`src/design/wbp_pkg.sv`:
```
// Shared types, constants and the base64 alphabet for the word base64 packer.
package wbp_pkg;

  localparam int unsigned SymBits  = 6;
  localparam int unsigned SymCount = 16;
  localparam int unsigned WordBits = 32;
  localparam int unsigned CharBits = 7;

  // The full stream of one group: sixteen 6-bit symbols, symbol 0 in the low bits.
  typedef logic [SymCount-1:0][SymBits-1:0] stream_t;
  typedef logic [$clog2(SymCount)-1:0]      sym_idx_t;

  typedef enum logic {
    CMD_ENCODE = 1'b0,
    CMD_FLUSH  = 1'b1
  } cmd_e;

  // Words already held in the group being built.
  localparam logic [1:0] PHASE_EMPTY = 2'd0;
  localparam logic [1:0] PHASE_ONE   = 2'd1;
  localparam logic [1:0] PHASE_TWO   = 2'd2;

  // Index of the final symbol of a run.
  localparam sym_idx_t LAST_IDX_ONE  = sym_idx_t'(5);
  localparam sym_idx_t LAST_IDX_TWO  = sym_idx_t'(10);
  localparam sym_idx_t LAST_IDX_FULL = sym_idx_t'(SymCount - 1);

  // A finished group waiting for the serializer.
  typedef struct packed {
    logic     vld;
    stream_t  stream;
    sym_idx_t last_idx;
  } group_t;

  // Standard base64 alphabet: A-Z, a-z, 0-9, '+', '/'.
  function automatic logic [CharBits-1:0] b64_char(input logic [SymBits-1:0] sym);
    logic [CharBits-1:0] s;
    logic [CharBits-1:0] c;
    s = {1'b0, sym};
    if (sym < 6'd26) begin
      c = s + 7'd65;
    end else if (sym < 6'd52) begin
      c = s + 7'd71;
    end else if (sym < 6'd62) begin
      c = s - 7'd4;
    end else if (sym == 6'd62) begin
      c = 7'd43;
    end else begin
      c = 7'd47;
    end
    return c;
  endfunction

endpackage

```
`src/design/wbp_if.sv`:
```
// Valid/ready channel interfaces for input words and output characters.
interface wbp_in_if;
  import wbp_pkg::*;
  logic                valid;
  logic                ready;
  logic                command;
  logic [WordBits-1:0] data_word;

  modport source (output valid, output command, output data_word, input ready);
  modport sink   (input valid, input command, input data_word, output ready);
endinterface

interface wbp_out_if;
  import wbp_pkg::*;
  logic                valid;
  logic                ready;
  logic [CharBits-1:0] symbol_char;
  logic                last_char;

  modport source (output valid, output symbol_char, output last_char, input ready);
  modport sink   (input valid, input symbol_char, input last_char, output ready);
endinterface

```
`src/design/wbp_packer.sv`:
```
// Group builder: byte-swaps words, collects the bit stream and hands off finished groups.
module wbp_packer import wbp_pkg::*; (
  input  logic           clk_i,
  input  logic           rst_ni,
  wbp_in_if.sink         in_i,
  input  logic           grp_take_i,
  output group_t         grp_o
);

  logic [2*WordBits-1:0] stream_q, stream_d;
  logic [1:0]            phase_q, phase_d;
  logic                  grp_vld_q, grp_vld_d;
  stream_t               grp_stream_q, grp_stream_d;
  sym_idx_t              grp_last_q, grp_last_d;
  logic [WordBits-1:0]   swapped;
  logic                  accept;

  // The slot frees up in the same cycle the serializer takes it.
  assign in_i.ready = !grp_vld_q || grp_take_i;
  assign accept     = in_i.valid && in_i.ready;
  assign swapped    = {in_i.data_word[7:0], in_i.data_word[15:8],
                       in_i.data_word[23:16], in_i.data_word[31:24]};

  always_comb begin
    stream_d     = stream_q;
    phase_d      = phase_q;
    grp_vld_d    = grp_vld_q && !grp_take_i;
    grp_stream_d = grp_stream_q;
    grp_last_d   = grp_last_q;
    if (accept) begin
      if (in_i.command == CMD_FLUSH) begin
        if (phase_q != PHASE_EMPTY) begin
          grp_vld_d    = 1'b1;
          grp_stream_d = stream_t'({{WordBits{1'b0}}, stream_q});
          grp_last_d   = (phase_q == PHASE_ONE) ? LAST_IDX_ONE : LAST_IDX_TWO;
          stream_d     = '0;
          phase_d      = PHASE_EMPTY;
        end
      end else begin
        unique case (phase_q)
          PHASE_EMPTY: begin
            stream_d[WordBits-1:0] = swapped;
            phase_d                = PHASE_ONE;
          end
          PHASE_ONE: begin
            stream_d[2*WordBits-1:WordBits] = swapped;
            phase_d                         = PHASE_TWO;
          end
          default: begin
            grp_vld_d    = 1'b1;
            grp_stream_d = stream_t'({swapped, stream_q});
            grp_last_d   = LAST_IDX_FULL;
            stream_d     = '0;
            phase_d      = PHASE_EMPTY;
          end
        endcase
      end
    end
  end

  always_ff @(posedge clk_i or negedge rst_ni) begin
    if (!rst_ni) begin
      stream_q  <= '0;
      phase_q   <= PHASE_EMPTY;
      grp_vld_q <= 1'b0;
    end else begin
      stream_q  <= stream_d;
      phase_q   <= phase_d;
      grp_vld_q <= grp_vld_d;
    end
  end

  always_ff @(posedge clk_i) begin
    grp_stream_q <= grp_stream_d;
    grp_last_q   <= grp_last_d;
  end

  assign grp_o.vld      = grp_vld_q;
  assign grp_o.stream   = grp_stream_q;
  assign grp_o.last_idx = grp_last_q;

endmodule

```
`src/design/wbp_serializer.sv`:
```
// Character serializer: walks a finished group into the output register, one symbol a cycle unless stalled.
module wbp_serializer import wbp_pkg::*; (
  input  logic           clk_i,
  input  logic           rst_ni,
  input  group_t         grp_i,
  output logic           grp_take_o,
  wbp_out_if.source      out_o
);

  logic                busy_q, busy_d;
  stream_t             stream_q;
  sym_idx_t            idx_q, idx_d;
  sym_idx_t            last_q;
  logic                ov_q, ov_d;
  logic [CharBits-1:0] oc_q, oc_d;
  logic                ol_q, ol_d;
  logic                out_adv;
  logic                emit;
  logic                at_last;

  assign out_adv    = !ov_q || out_o.ready;
  assign emit       = busy_q && out_adv;
  assign at_last    = (idx_q == last_q);
  assign grp_take_o = grp_i.vld && (!busy_q || (emit && at_last));

  always_comb begin
    busy_d = busy_q;
    idx_d  = idx_q;
    ov_d   = ov_q && !out_o.ready;
    oc_d   = oc_q;
    ol_d   = ol_q;
    if (emit) begin
      ov_d = 1'b1;
      oc_d = b64_char(stream_q[idx_q]);
      ol_d = at_last;
      idx_d = idx_q + sym_idx_t'(1);
      if (at_last) begin
        busy_d = 1'b0;
      end
    end
    if (grp_take_o) begin
      busy_d = 1'b1;
      idx_d  = '0;
    end
  end

  always_ff @(posedge clk_i or negedge rst_ni) begin
    if (!rst_ni) begin
      busy_q <= 1'b0;
      ov_q   <= 1'b0;
    end else begin
      busy_q <= busy_d;
      ov_q   <= ov_d;
    end
  end

  always_ff @(posedge clk_i) begin
    idx_q <= idx_d;
    oc_q  <= oc_d;
    ol_q  <= ol_d;
    if (grp_take_o) begin
      stream_q <= grp_i.stream;
      last_q   <= grp_i.last_idx;
    end
  end

  assign out_o.valid       = ov_q;
  assign out_o.symbol_char = oc_q;
  assign out_o.last_char   = ol_q;

endmodule

```
`src/design/word_base64_packer_top.sv`:
```
// Top level of the word base64 packer: group builder feeding a character serializer.
//
// The block takes one word per cycle while its input is ready: a 32-bit data word
// (byte-swapped on entry) or a flush command. Data words are packed least significant
// bit first into a 96-bit group; the first two words of a group produce no characters,
// the third releases all sixteen base64 characters, and a flush releases the five or
// ten characters of a partial group plus one more, or nothing when no word is held.
// Characters leave one per cycle while the output is ready, from a registered output,
// with last_char marking the final character of each run; the single-character output
// port sets the sustained rate. One finished group can wait in a slot while the
// previous group is still being sent; input is stalled only when that slot is occupied
// and not being taken in the same cycle, also for a word that completes a group.
module word_base64_packer_top import wbp_pkg::*; (
  input  logic      clk_i,
  input  logic      rst_ni,
  wbp_in_if.sink    in_i,
  wbp_out_if.source out_o
);

  group_t grp;
  logic   grp_take;

  wbp_packer u_packer (
    .clk_i      (clk_i),
    .rst_ni     (rst_ni),
    .in_i       (in_i),
    .grp_take_i (grp_take),
    .grp_o      (grp)
  );

  wbp_serializer u_serializer (
    .clk_i      (clk_i),
    .rst_ni     (rst_ni),
    .grp_i      (grp),
    .grp_take_o (grp_take),
    .out_o      (out_o)
  );

  // Input stalls only while a finished group sits in the slot.
  assert property (@(posedge clk_i) disable iff (!rst_ni) !in_i.ready |-> grp.vld)
    else $error("input stalled with an empty group slot");

  // A waiting group carries a run length of one partial or one full group.
  assert property (@(posedge clk_i) disable iff (!rst_ni)
    grp.vld |-> (grp.last_idx == LAST_IDX_ONE || grp.last_idx == LAST_IDX_TWO ||
                 grp.last_idx == LAST_IDX_FULL))
    else $error("group slot holds an impossible run length");

  // A group that is not taken stays in the slot unchanged.
  assert property (@(posedge clk_i) disable iff (!rst_ni)
    grp.vld && !grp_take |=> grp.vld && $stable(grp.stream) && $stable(grp.last_idx))
    else $error("waiting group lost or changed");

endmodule
```
`src/flat_wrapper.sv`:
```
// flat-port wrapper written by rule: the top's interface ports become plain ports
module word_base64_packer_top_flat import wbp_pkg::*;
  (clk_i, rst_ni, in_i_valid, in_i_command, in_i_data_word, in_i_ready, out_o_valid, out_o_symbol_char, out_o_last_char, out_o_ready);
  wbp_in_if in_i_i ();
  wbp_out_if out_o_i ();
  input  logic clk_i;
  input  logic rst_ni;
  input wire logic [$bits(in_i_i.valid)-1:0] in_i_valid;
  input wire logic [$bits(in_i_i.command)-1:0] in_i_command;
  input wire logic [$bits(in_i_i.data_word)-1:0] in_i_data_word;
  output wire logic [$bits(in_i_i.ready)-1:0] in_i_ready;
  output wire logic [$bits(out_o_i.valid)-1:0] out_o_valid;
  output wire logic [$bits(out_o_i.symbol_char)-1:0] out_o_symbol_char;
  output wire logic [$bits(out_o_i.last_char)-1:0] out_o_last_char;
  input wire logic [$bits(out_o_i.ready)-1:0] out_o_ready;
  assign in_i_i.valid = in_i_valid;
  assign in_i_i.command = in_i_command;
  assign in_i_i.data_word = in_i_data_word;
  assign in_i_ready = in_i_i.ready;
  assign out_o_valid = out_o_i.valid;
  assign out_o_symbol_char = out_o_i.symbol_char;
  assign out_o_last_char = out_o_i.last_char;
  assign out_o_i.ready = out_o_ready;
  word_base64_packer_top u_core (.clk_i(clk_i), .rst_ni(rst_ni), .in_i(in_i_i), .out_o(out_o_i));
endmodule
```
`config.mk`:
```
export PLATFORM = sky130hd
export DESIGN_NAME = word_base64_packer_top_flat
export DESIGN_NICKNAME = d
export VERILOG_FILES = /design/src/design/wbp_pkg.sv /design/src/design/wbp_if.sv /design/src/design/wbp_packer.sv /design/src/design/wbp_serializer.sv /design/src/design/word_base64_packer_top.sv /design/src/flat_wrapper.sv
export SDC_FILE = /design/constraint.sdc
export NUM_CORES = 1
export LEC_CHECK = 0
export ABC_AREA = 1
export BUFFER_PORTS_ARGS = -buffer_cell sky130_fd_sc_hd__buf_2
export CAP_MARGIN = 20
export CORE_UTILIZATION = 55
export DETAILED_ROUTE_END_ITERATION = 16
export HOLD_SLACK_MARGIN = 0.02
export PLACE_DENSITY_LB_ADDON = 0.15
export SYNTH_ARGS = -nofsm -noshare
export SYNTH_HDL_FRONTEND = slang
export SYNTH_SLANG_ARGS = --single-unit
export TNS_END_PERCENT = 100
```
`constraint.sdc`:
```
create_clock -name clk_i -period 6.4 [get_ports clk_i]
set_clock_uncertainty 0.2 [all_clocks]
set_input_delay 0.96 -clock clk_i [delete_from_list [all_inputs] [get_ports clk_i]]
set_output_delay 0.96 -clock clk_i [all_outputs]
set_load 0.005 [all_outputs]
```
[After elaboration in Yosys (flattened, before gate mapping)]
Cells that the tools add are included.
Word-level totals
  flip-flop bits (word level): 281
  latch bits: 0
  bits in writable memories: 0
  memory bits (read-only): 0
  input port bits: 37
  output and inout port bits: 10
  word-level logic and storage cells: 110
  memories kept: 0
Operators by class
  add/sub/neg operators: 4
  multiply operators: 0
  div/mod/pow operators: 0
  order comparisons: 4
  equal/unequal tests: 7
  shifts and indexed selects: 0
  multiplexer cells: 28
  bitwise logic cells: 0
  reduce and logical (&&, ||, !) cells: 24
Operators by type and width (count)
  two-way mux 96 bit: 3
  two-way mux 64 bit: 2
  one-hot mux 32 bit (2 select lines): 2
  binary-select mux 6 bit (select 4 bit): 1
  two-way mux 7 bit: 3
  two-way mux 4 bit: 4
  adder 6 x 7 -> 7 bit, second input constant: 2
  less-than comparator 6 bit, second input constant: 2
  AND reduction 3 bit: 3
  two-way mux 1 bit: 8
  subtractor 6 x 3 -> 7 bit, second input constant: 1
  equality test 6 bit, second input constant: 1
  logical AND 1 bit: 6
  less-than comparator 6 x 5 -> 1 bit, second input constant: 1
  two-way mux 6 bit: 1
  nonzero test 2 bit: 3
  zero test 1 bit: 5
  less-than comparator 4 x 5 -> 1 bit, second input constant: 1
  adder 4 x 1 -> 4 bit, second input constant: 1
  equality test 4 bit: 1
  two-way mux 2 bit: 2
  inequality test 2 x 1 -> 1 bit, second input constant: 2
  inequality test 2 bit, second input constant: 2
  one-hot mux 2 bit (2 select lines): 1
  other kinds (6): 9

[Longest topological paths before layout]
Gate-level depths: netlist of run 1.
  depth in word-level cells: 11
  depth in mapped cells: 20
  depth with buffers taken out: 17

[Hierarchy]
Synthesis of run 1 repeated with hierarchy kept, for this count alone.
Unflattened totals
  cell total of the unflattened synthesis: 977
  area, all modules: 11200.7 sq um
By module, submodules not included
  wbp_packer: instances 1, cells each 509, area each 6095.8 sq um, sequential area each 4619.4 sq um
  wbp_serializer: instances 1, cells each 468, area each 5104.9 sq um, sequential area each 3373.2 sq um

[Worst setup path after synthesis of run 1]
OpenSTA, ideal clock, no wires.
  kind: input port to flip-flop
  start point: in out_o_ready
  end point: reg u_core.u_serializer.last_q[1], enable pin
  setup time: 0.563 ns
  arrival time: 5.837 ns
  data required time: 5.637 ns
  slack: -0.200 ns
  cell stages on the path: 8
  buffers on the path: 0
  cells stage by stage: inv_1 nand2_1 nand2_1 inv_1 nand2_1 nand2_1 inv_2 nor2_1
On the way
  longest elaborated chain between the ends: 5
Ends and longest elaborated chain
  start, declared: RTL line flat_wrapper.sv:15  | input wire logic [$bits(out_o_i.ready)-1:0] out_o_ready;
  logical OR 1 bit: RTL line wbp_serializer.sv:21  | assign out_adv = !ov_q || out_o.ready;
  logical AND 1 bit: RTL line wbp_serializer.sv:22  | assign emit = busy_q && out_adv;
  via u_core.u_serializer.emit: RTL line wbp_serializer.sv:18  | logic emit;
  logical AND 1 bit: RTL line wbp_serializer.sv:24  | assign grp_take_o = grp_i.vld && (!busy_q || (emit && at_last));
  logical OR 1 bit: RTL line wbp_serializer.sv:24
  logical AND 1 bit: RTL line wbp_serializer.sv:24
  via u_core.grp_take: RTL line word_base64_packer_top.sv:21  | logic grp_take;
  end signal, assigned: RTL line wbp_serializer.sv:63  | last_q <= grp_i.last_idx;
  end, declared: RTL line wbp_serializer.sv:13  | sym_idx_t last_q;
The timed path passes the listed nets, and every way through them passes these cells.
A chain may end at the register's enable or synchronous reset.

[Worst setup path in the final report of run 1]
  start point: reg u_core.u_serializer.idx_q[0]
  end point: out in_i_ready
On the way
  longest elaborated chain between the ends: 5
Ends and longest elaborated chain
  start, declared: RTL line wbp_serializer.sv:12  | sym_idx_t idx_q, idx_d;
  start signal, assigned: RTL line wbp_serializer.sv:58  | idx_q <= idx_d;
  equality test 4 bit: RTL line wbp_serializer.sv:23  | assign at_last = (idx_q == last_q);
  via u_core.u_serializer.at_last: RTL line wbp_serializer.sv:19  | logic at_last;
  logical AND 1 bit: RTL line wbp_serializer.sv:24
  logical OR 1 bit: RTL line wbp_serializer.sv:24
  logical AND 1 bit: RTL line wbp_serializer.sv:24
  logical OR 1 bit: RTL line wbp_packer.sv:19  | assign in_i.ready = !grp_vld_q || grp_take_i;
  end, declared: RTL line flat_wrapper.sv:11  | output wire logic [$bits(in_i_i.ready)-1:0] in_i_ready;
The timed path passes the listed nets, and every way through them passes these cells.

==> results.md, run 1 <==
* Status: finished, final reports clean
* CTS Sinks at 277
* Busiest grt layer: met2
* Post-synth EDFFs at 204
* Vias at 6493
* Post-CTS Resized at 0
* Worst Path Buf+Inv at 3
* Cell area after synthesis at 0.0110 mm2
* #FFs+latches synth at 277
* Critical Path AT at just under 3 ns
* Final period util at 64.0%
* Worst Hold Launch: u_core.u_packer.grp_o[94]
* Wire per inst at 17.2 um
* DRC at 0
* Share of cells above drive strength 1 at 16.6%
* Final instance area at approximately 0.012 mm2
* Clock buffer depth at 3
* Drt via density at 5.15
* Fin. max-slew vios at 0
* Root buf cell: clkbuf_16
* Most common cell after layout, fill and taps aside: nand2_1
* FILL cells at 1539
* Max-slew headroom at 33.7%
* CP top delay family: flip-flops
* Power Density at around 500 mW/mm2
* Via count of the first global-routing pass at 6144
* Maximum clock rate at 244 MHz
* Post-Route WL at roughly 22000 um
* Fin crit period at 4.10 ns
* Post-CTS Setup Inserts at 0
* Initial Utilization at 56.4%
* Post-DP HPWL at approximately 13000 um
* CP max stage cell: dfxtp_2
* FF/Latch Area at 0.00793 mm2
* Nets at between 1000 and 1500
* Critical path required time at 5.24 ns
* Total GRT Usage at 22.4%
* Cts bufs inserted at 28
* CP Capture Type: primary output
* Setup total negative slack at 0 ns
* Final Wtd Congestion at between 0.8 and 0.9
* Synth Instances at 936
* Critical path startpoint: u_core.u_serializer.idx_q[0]
* Slowest stage delay, CP at 0.97 ns
* GR Layer Usage met2 at 35.4%
* MaxCap Viol Count at 0
* Antenna-violating nets left at 0
* CP Launch Type: flip-flop
* Die span in y at 144 um
* Final hold vios at 0
* CTS Hold Bufs at 0
* Syn Area/Cell at between 10 and 15 um2
* DR pass1 iterations at 5
* Worst vdd ir at approximately 0.26 mV
* P&R area growth vs syn at 12.9%
* Floorplan row count at 51
* Most frequent cells in the layout: 230 x nand2_1, 204 x edfxtp_1, 87 x inv_1, 76 x nor2_1, 69 x dfrtp_1
* Setup violators final at 0
* Met1 global-route usage at between 30% and 40%
* Sequential area share after synthesis at 72.0%
* Pin count of the biggest net entering global routing at 70
* Worst-Margin Slew at 0.994 ns
* WS Path Type: flip-flop to primary output
* Top_reg_cell synth: edfxtp_1
* Flop2flop setup slack at 2.62 ns
* Fraction of registers with async set or reset after synthesis at approximately a quarter
* Met3 GRT Util at 3.63%
* DIE AREA at roughly 0.02 mm2
* Crit-path max FO at 56
* Clk Latency, worst-skew pair at 0.56 ns
* Reg-to-reg critical path startpoint: u_core.u_serializer.idx_q[0]
* Port Buffers at 46
* Crit path cell chain: inv_2 -> nand3b_1 -> a211oi_2 -> nand2_1 -> nand2_1 -> inv_2 -> nand2_4 -> buf_2
* GR Overflow Total at 0
* Synth warnings at 0
* Final Non-Filler Cells at between 1000 and 1500
* RSZ-0062 raised after global routing: no
* Inst Count DP at 1210
* IO Pins at 47
* Multi-input gate area at 0.00249 mm2
* First-pass GRT wire length at 34300 um
* Core ar. at 0.0195 mm2
* Die extent in x at approximately 140 um
* Netlist cell types at 31
* H-Tree Level Count at 1
* DP Area at around 0.011 mm2
* Initial antenna violation count at 0
* Worst hold path class: flip-flop to flip-flop
* Lkg Pwr at 5.05 nW
* Clock Pin Slew Worst Setup and Hold Paths at 0.06 ns
* Diode count at 0
* Initial DRC Count at 549
* CTS tree: yes
* Post-synthesis net count at 979
[cells by family (layout without fill, tap and decap cells)]
group                      Yosys count  in the layout  share of synthesized area, %
AOI/OAI and AO/OA                  103            103                          5.64
and+or+nand+nor                    407            407                          15.6
adders and majority gates            6              6                         0.681
buffers and inverters              137            198                          5.64
DFF                                277            277                          72.0
xor gates and xnor gates             6              6                         0.477
[registers in the layout, indices dropped and copies added (netlist names)]
name	flops
u_core.u_packer.grp_o	96
u_core.u_serializer.stream_q	96
u_core.u_packer.stream_q	64
u_core.u_serializer.out_o.symbol_char	7
u_core.u_serializer.idx_q	4
u_core.u_packer.grp_last_q	2
u_core.u_packer.phase_q	2
u_core.u_serializer.last_q	2
u_core.u_packer.grp_vld_q	1
u_core.u_serializer.busy_q	1
u_core.u_serializer.out_o.last_char	1
u_core.u_serializer.out_o.valid	1
[area by class of cell]
cell class | count | share of cell area [%]
Tap cell | 265 | 2.67
Sequential cell | 277 | 63.8
Clock inverter | 16 | 2.25
Inverter | 94 | 2.85
Multi-Input combinational cell | 522 | 20.0
Timing Repair Buffer | 52 | 2.23
Clock buffer | 36 | 6.20
[path summary, 6_finish.rpt]
path	end	cells past startpoint
worst min-delay path	u_core.u_serializer.stream_q[90]	0
min in group asynchronous	u_core.u_packer.phase_q[1]	1
worst max register to register	u_core.u_packer.stream_q[11]	12
worst min register to register	u_core.u_serializer.stream_q[90]	0
max in group asynchronous	u_core.u_packer.stream_q[49]	1
worst max-delay path	in_i_ready	8
[layer usage]
metal | wire, um | vias to the layer above
met5 | 0 | -
met3 | 939 | 37
li1 | - | 3178
met4 | 477 | 0
met2 | 10200 | 158
met1 | 10100 | 3120
[stage by stage]
stage	utilization [%]	hold slack (ns)	power, mW	setup slack, ns
floorplan	-	0.200	4.06	1.50
global placement	58.3	0.201	4.44	2.82
detailed placement	58.3	0.205	4.48	2.73
CTS	63.7	0.219	6.29	2.34
global route	63.7	0.221	6.64	2.03
finish	63.7	0.217	6.26	2.30
[cell usage after synthesis (5+ instances only)]
library cell	count	share of area (%)
buf_6	12	1.2
o21ai_1	37	1.7
inv_2	6	0.20
dfrtp_1	69	16
nand2_2	26	1.5
clkbuf_1	16	0.54
nand3_1	62	2.8
o21ai_0	29	1.3
ha_1	6	0.68
nor2_1	80	2.7
xor2_1	5	0.40
nand2_1	230	7.8
a21oi_1	8	0.36
edfxtp_1	204	56
buf_2	12	0.54
o21ai_2	23	1.8
inv_1	87	3.0
[where the power goes]
| part | leakage [nW] | switching [mW] | total (mW) | internal, mW |
|---|---|---|---|---|
| combinational | 1.68 | 1.13 | 1.63 | 0.503 |
| sequential | 2.86 | 0.273 | 2.82 | 2.54 |
| clock | 0.512 | 0.670 | 1.81 | 1.14 |
No activity file was read; power rests on OpenSTA's default activity.
==> run 2, diff against run 1 <==
--- a/config.mk
+++ b/config.mk
@@ -5,7 +5,7 @@
 export SDC_FILE = /design/constraint.sdc
 export NUM_CORES = 1
 export LEC_CHECK = 0
-export ABC_AREA = 1
+export ABC_AREA = 0
 export BUFFER_PORTS_ARGS = -buffer_cell sky130_fd_sc_hd__buf_2
 export CAP_MARGIN = 20
 export CORE_UTILIZATION = 55
==> constraint.sdc (replaced) <==
create_clock -name clk_i -period 3.65 [get_ports clk_i]
set_clock_uncertainty 0.2 [all_clocks]
set_input_delay 0.5475 -clock clk_i [delete_from_list [all_inputs] [get_ports clk_i]]
set_output_delay 0.5475 -clock clk_i [all_outputs]
set_load 0.005 [all_outputs]
==> results.md, run 2 <==
* Status: finished, final reports clean
* Most frequent cells after synthesis: 204 x edfxtp_1, 72 x nand2_1, 69 x dfrtp_1
* Pin count of the biggest net entering global routing at 103 (+47%)
* Floorplan row count at 50 (-2.0%)
* Total GRT Usage at 21.3% (-1.2 points)
* Final core utilization at 64.3% (+0.62 points)
* Diode count at 0 (unchanged)
* Syn Area/Cell at 16.4 um2 (+39%)
* Netlist cell types at 58 (+87%)
* Final Non-Filler Cells at 951 (-25%)
* CTS tree: yes
* Crit-path max FO at 14 (-75%)
* Int Pwr at 7.13 mW (+70%)
* Port Buffers at 46 (unchanged)
* DRC at 0 (unchanged)
* Worst-Margin Slew at 0.895 ns (-0.0990 ns)
* Initial antenna violation count at 0 (unchanged)
* IO Pins at 47 (unchanged)
* Initial DRC Count at 429 (-22%)
* Top_reg_cell synth: edfxtp_1
* WS Path Type: flip-flop to flip-flop
* RSZ-0062 raised after global routing: no
* Power Density at 851 mW/mm2 (+69%)
* Fin. max-slew vios at 0 (unchanged)
* Root buf cell: clkbuf_16
* Final Wtd Congestion at 0.915 (+6.0%)
* Die span in y at 140 um (-2.3%)
* Cell area after synthesis at 0.0105 mm2 (-4.5%)
* DP Area at 0.0111 mm2 (-2.6%)
* Vias at 5403 (-17%)
* Post-synth EDFFs at 204 (unchanged)
* Post-CTS Resized at 0 (unchanged)
* Die extent in x at 140 um (-2.3%)
* Worst hold path class: input port to flip-flop
* Post-Route WL at 19700 um (-9.4%)
* Pre-CTS setup slack at 0.384 ns (-2.34 ns)
* Post-CTS Setup Inserts at 0 (unchanged)
* MaxCap Viol Count at 0 (unchanged)
* Setup violators final at 0 (unchanged)
* First-pass GRT wire length at 31000 um (-9.4%)
* Clock buffer depth at 3 (unchanged)
* CP Capture Type: flip-flop
* Final WS setup at 0.330 ns (-1.97 ns)
* CP Launch Type: flip-flop
* Top cell type by total area after synthesis: edfxtp_1
* #FFs+latches synth at 277 (unchanged)
* Most frequent cells in the layout: 204 x edfxtp_1, 71 x nand2_1, 69 x dfrtp_1, 66 x o31ai_1, 46 x buf_2
* Synth Instances at 642 (-31%)
* Nets at 740 (-27%)
* Fraction of registers with async set or reset after synthesis at 24.9% (unchanged)
* CTS Sinks at 277 (unchanged)
* Top-area cell type share of the netlist area at 58.2% (+2.6 points)
* Final instance area at 0.0120 mm2 (-3.3%)
* Power share of the clock group at 27.6% (-1.3 points)
* Most frequent cell after synthesis: edfxtp_1
* Sequential area share after synthesis at 75.4% (+3.4 points)
* Core ar. at 0.0187 mm2 (-4.2%)
* Lkg Pwr at 4.60 nW (-8.9%)
* Reg-to-reg critical path startpoint: u_core.u_serializer.idx_q[2]
* Wire per inst at 20.7 um (+20%)
* Inst Count DP at 901 (-26%)
* Clock Pin Slew Worst Setup and Hold Paths at 0.06 ns (about the same)
* Clk Latency, worst-skew pair at 0.52 ns (-0.04 ns)
* Final hold vios at 0 (unchanged)
* Hold WS at 0.139 ns (-0.0785 ns)
* H-Tree Level Count at 1 (unchanged)
* Post-synthesis net count at 685 (-30%)
* Comb power frac at 27.2% (+1.1 points)
* Post-DP HPWL at 12800 um (-5.0%)
* Share of cells above drive strength 1 at 20.2% (+3.6 points)
* Final period util at between 90% and 100%
* Cts bufs inserted at 27 (-3.6%)
* Antenna-violating nets left at 0 (unchanged)
* Sw frac at 30.4% (-2.8 points)
* Critical path required time at 3.71 ns (-1.53 ns)
* Register share of total power at 45.2% (+0.2 points)
* Worst Hold Launch: in_i_data_word[19]
* Switching power at 3.11 mW (+50%)
* Drt via density at 5.68 (+10%)
* Critical Path AT at 3.38 ns (+0.44 ns)
* Max-slew headroom at 40.3% (+6.6 points)
* Fin crit period at 3.32 ns
* CTS Hold Bufs at 1 (+1)
* Maximum clock rate at 301 MHz
* GR Overflow Total at 0 (unchanged)
* DR pass1 iterations at 4 (-1)
* DIE AREA at 0.0197 mm2 (-4.5%)
* Synth warnings at 0 (unchanged)
* Worst vdd ir at 0.483 mV (+89%)
* P&R area growth vs syn at 14.4%
* Critical path startpoint: u_core.u_serializer.idx_q[2]
* Most common cell after layout, fill and taps aside: edfxtp_1
* Initial Utilization at 56.2% (-0.20 points)
* Flop2flop setup slack at 0.33 ns (-2.29 ns)
* Synth top area cells: edfxtp_1 58%, dfrtp_1 16%, o31ai_1 4.7%
* Via count of the first global-routing pass at 5451 (-11%)
## run 2: cell count changes after synthesis, moves of 39 or more
cell,delta
nand2_1,-158
inv_1,-50
nor2_1,-65
nand2b_1,+39
nand3_1,-56
o31ai_1,+66
## run 2: path summary, 6_finish.rpt
check / cells after the start / end
max: 11 / u_core.u_serializer.out_o.symbol_char[3]
min: 3 / u_core.u_packer.stream_q[43]
max reg2reg: 11 / u_core.u_serializer.out_o.symbol_char[3]
min reg2reg: 0 / u_core.u_serializer.stream_q[76]
max in group asynchronous: 3 / u_core.u_packer.stream_q[9]
min in group asynchronous: 2 / u_core.u_packer.stream_q[23]
## run 2: cell families after synthesis
family          count (synthesis)  share of synthesized area [%]
mux                            32                           6.26
xor+xnor                        3                          0.250
buf+inv                        75                           3.20
compound gates                 97                           7.09
fa+ha+maj                       6                          0.714
simple gates                  152                           7.10
flops                         277                           75.4
## run 2: stage by stage
step	setup TNS [ns]	total power, mW
global placement	0	7.38
global route	0	10.8
detailed placement	0	7.48
CTS	0	10.3
finish	0	10.2
floorplan	-63.52	6.72
## run 2: metal layers
| layer | up-vias | share of wire [%] | GRT usage [%] |
|---|---|---|---|
| li1 | 2518 | - | - |
| met1 | 2704 | 42 | 28.4 |
| met2 | 137 | 51 | 36.2 |
| met3 | 44 | 4.1 | 2.77 |
| met4 | 0 | 3.3 | 7.87 |
| met5 | - | 0 | 0 |
## run 2: final cells by class
| type | instances | area [um2] |
|---|---|---|
| Inverter | 39 | 148 |
| Tap cell | 234 | 293 |
| Multi-Input combinational cell | 290 | 2330 |
| Fill cell | 1314 | 6670 |
| Sequential cell | 277 | 7930 |
| Clock buffer | 42 | 815 |
| Clock inverter | 7 | 110 |
| Timing Repair Buffer | 62 | 403 |
## run 2: power groups by stage
stage	clock network, mW	logic (mW)	registers, mW
floorplan	0	2.16	4.55
global placement	0	2.71	4.67
detailed placement	0	2.78	4.70
CTS	2.88	2.80	4.64
global route	3.01	3.07	4.71
finish	2.83	2.78	4.63
## run 2: critical path: stages, from the launching register on
cell	delay, ns
dfxtp_1	0.70
mux4_2	0.31
mux2i_1	0.08
a21oi_2	0.37
ha_1	0.27
inv_1	0.10
and4_1	0.17
o31ai_1	0.30
buf_4	0.20
nor4_1	0.06
a211oi_2	0.19
o22ai_1	0.10
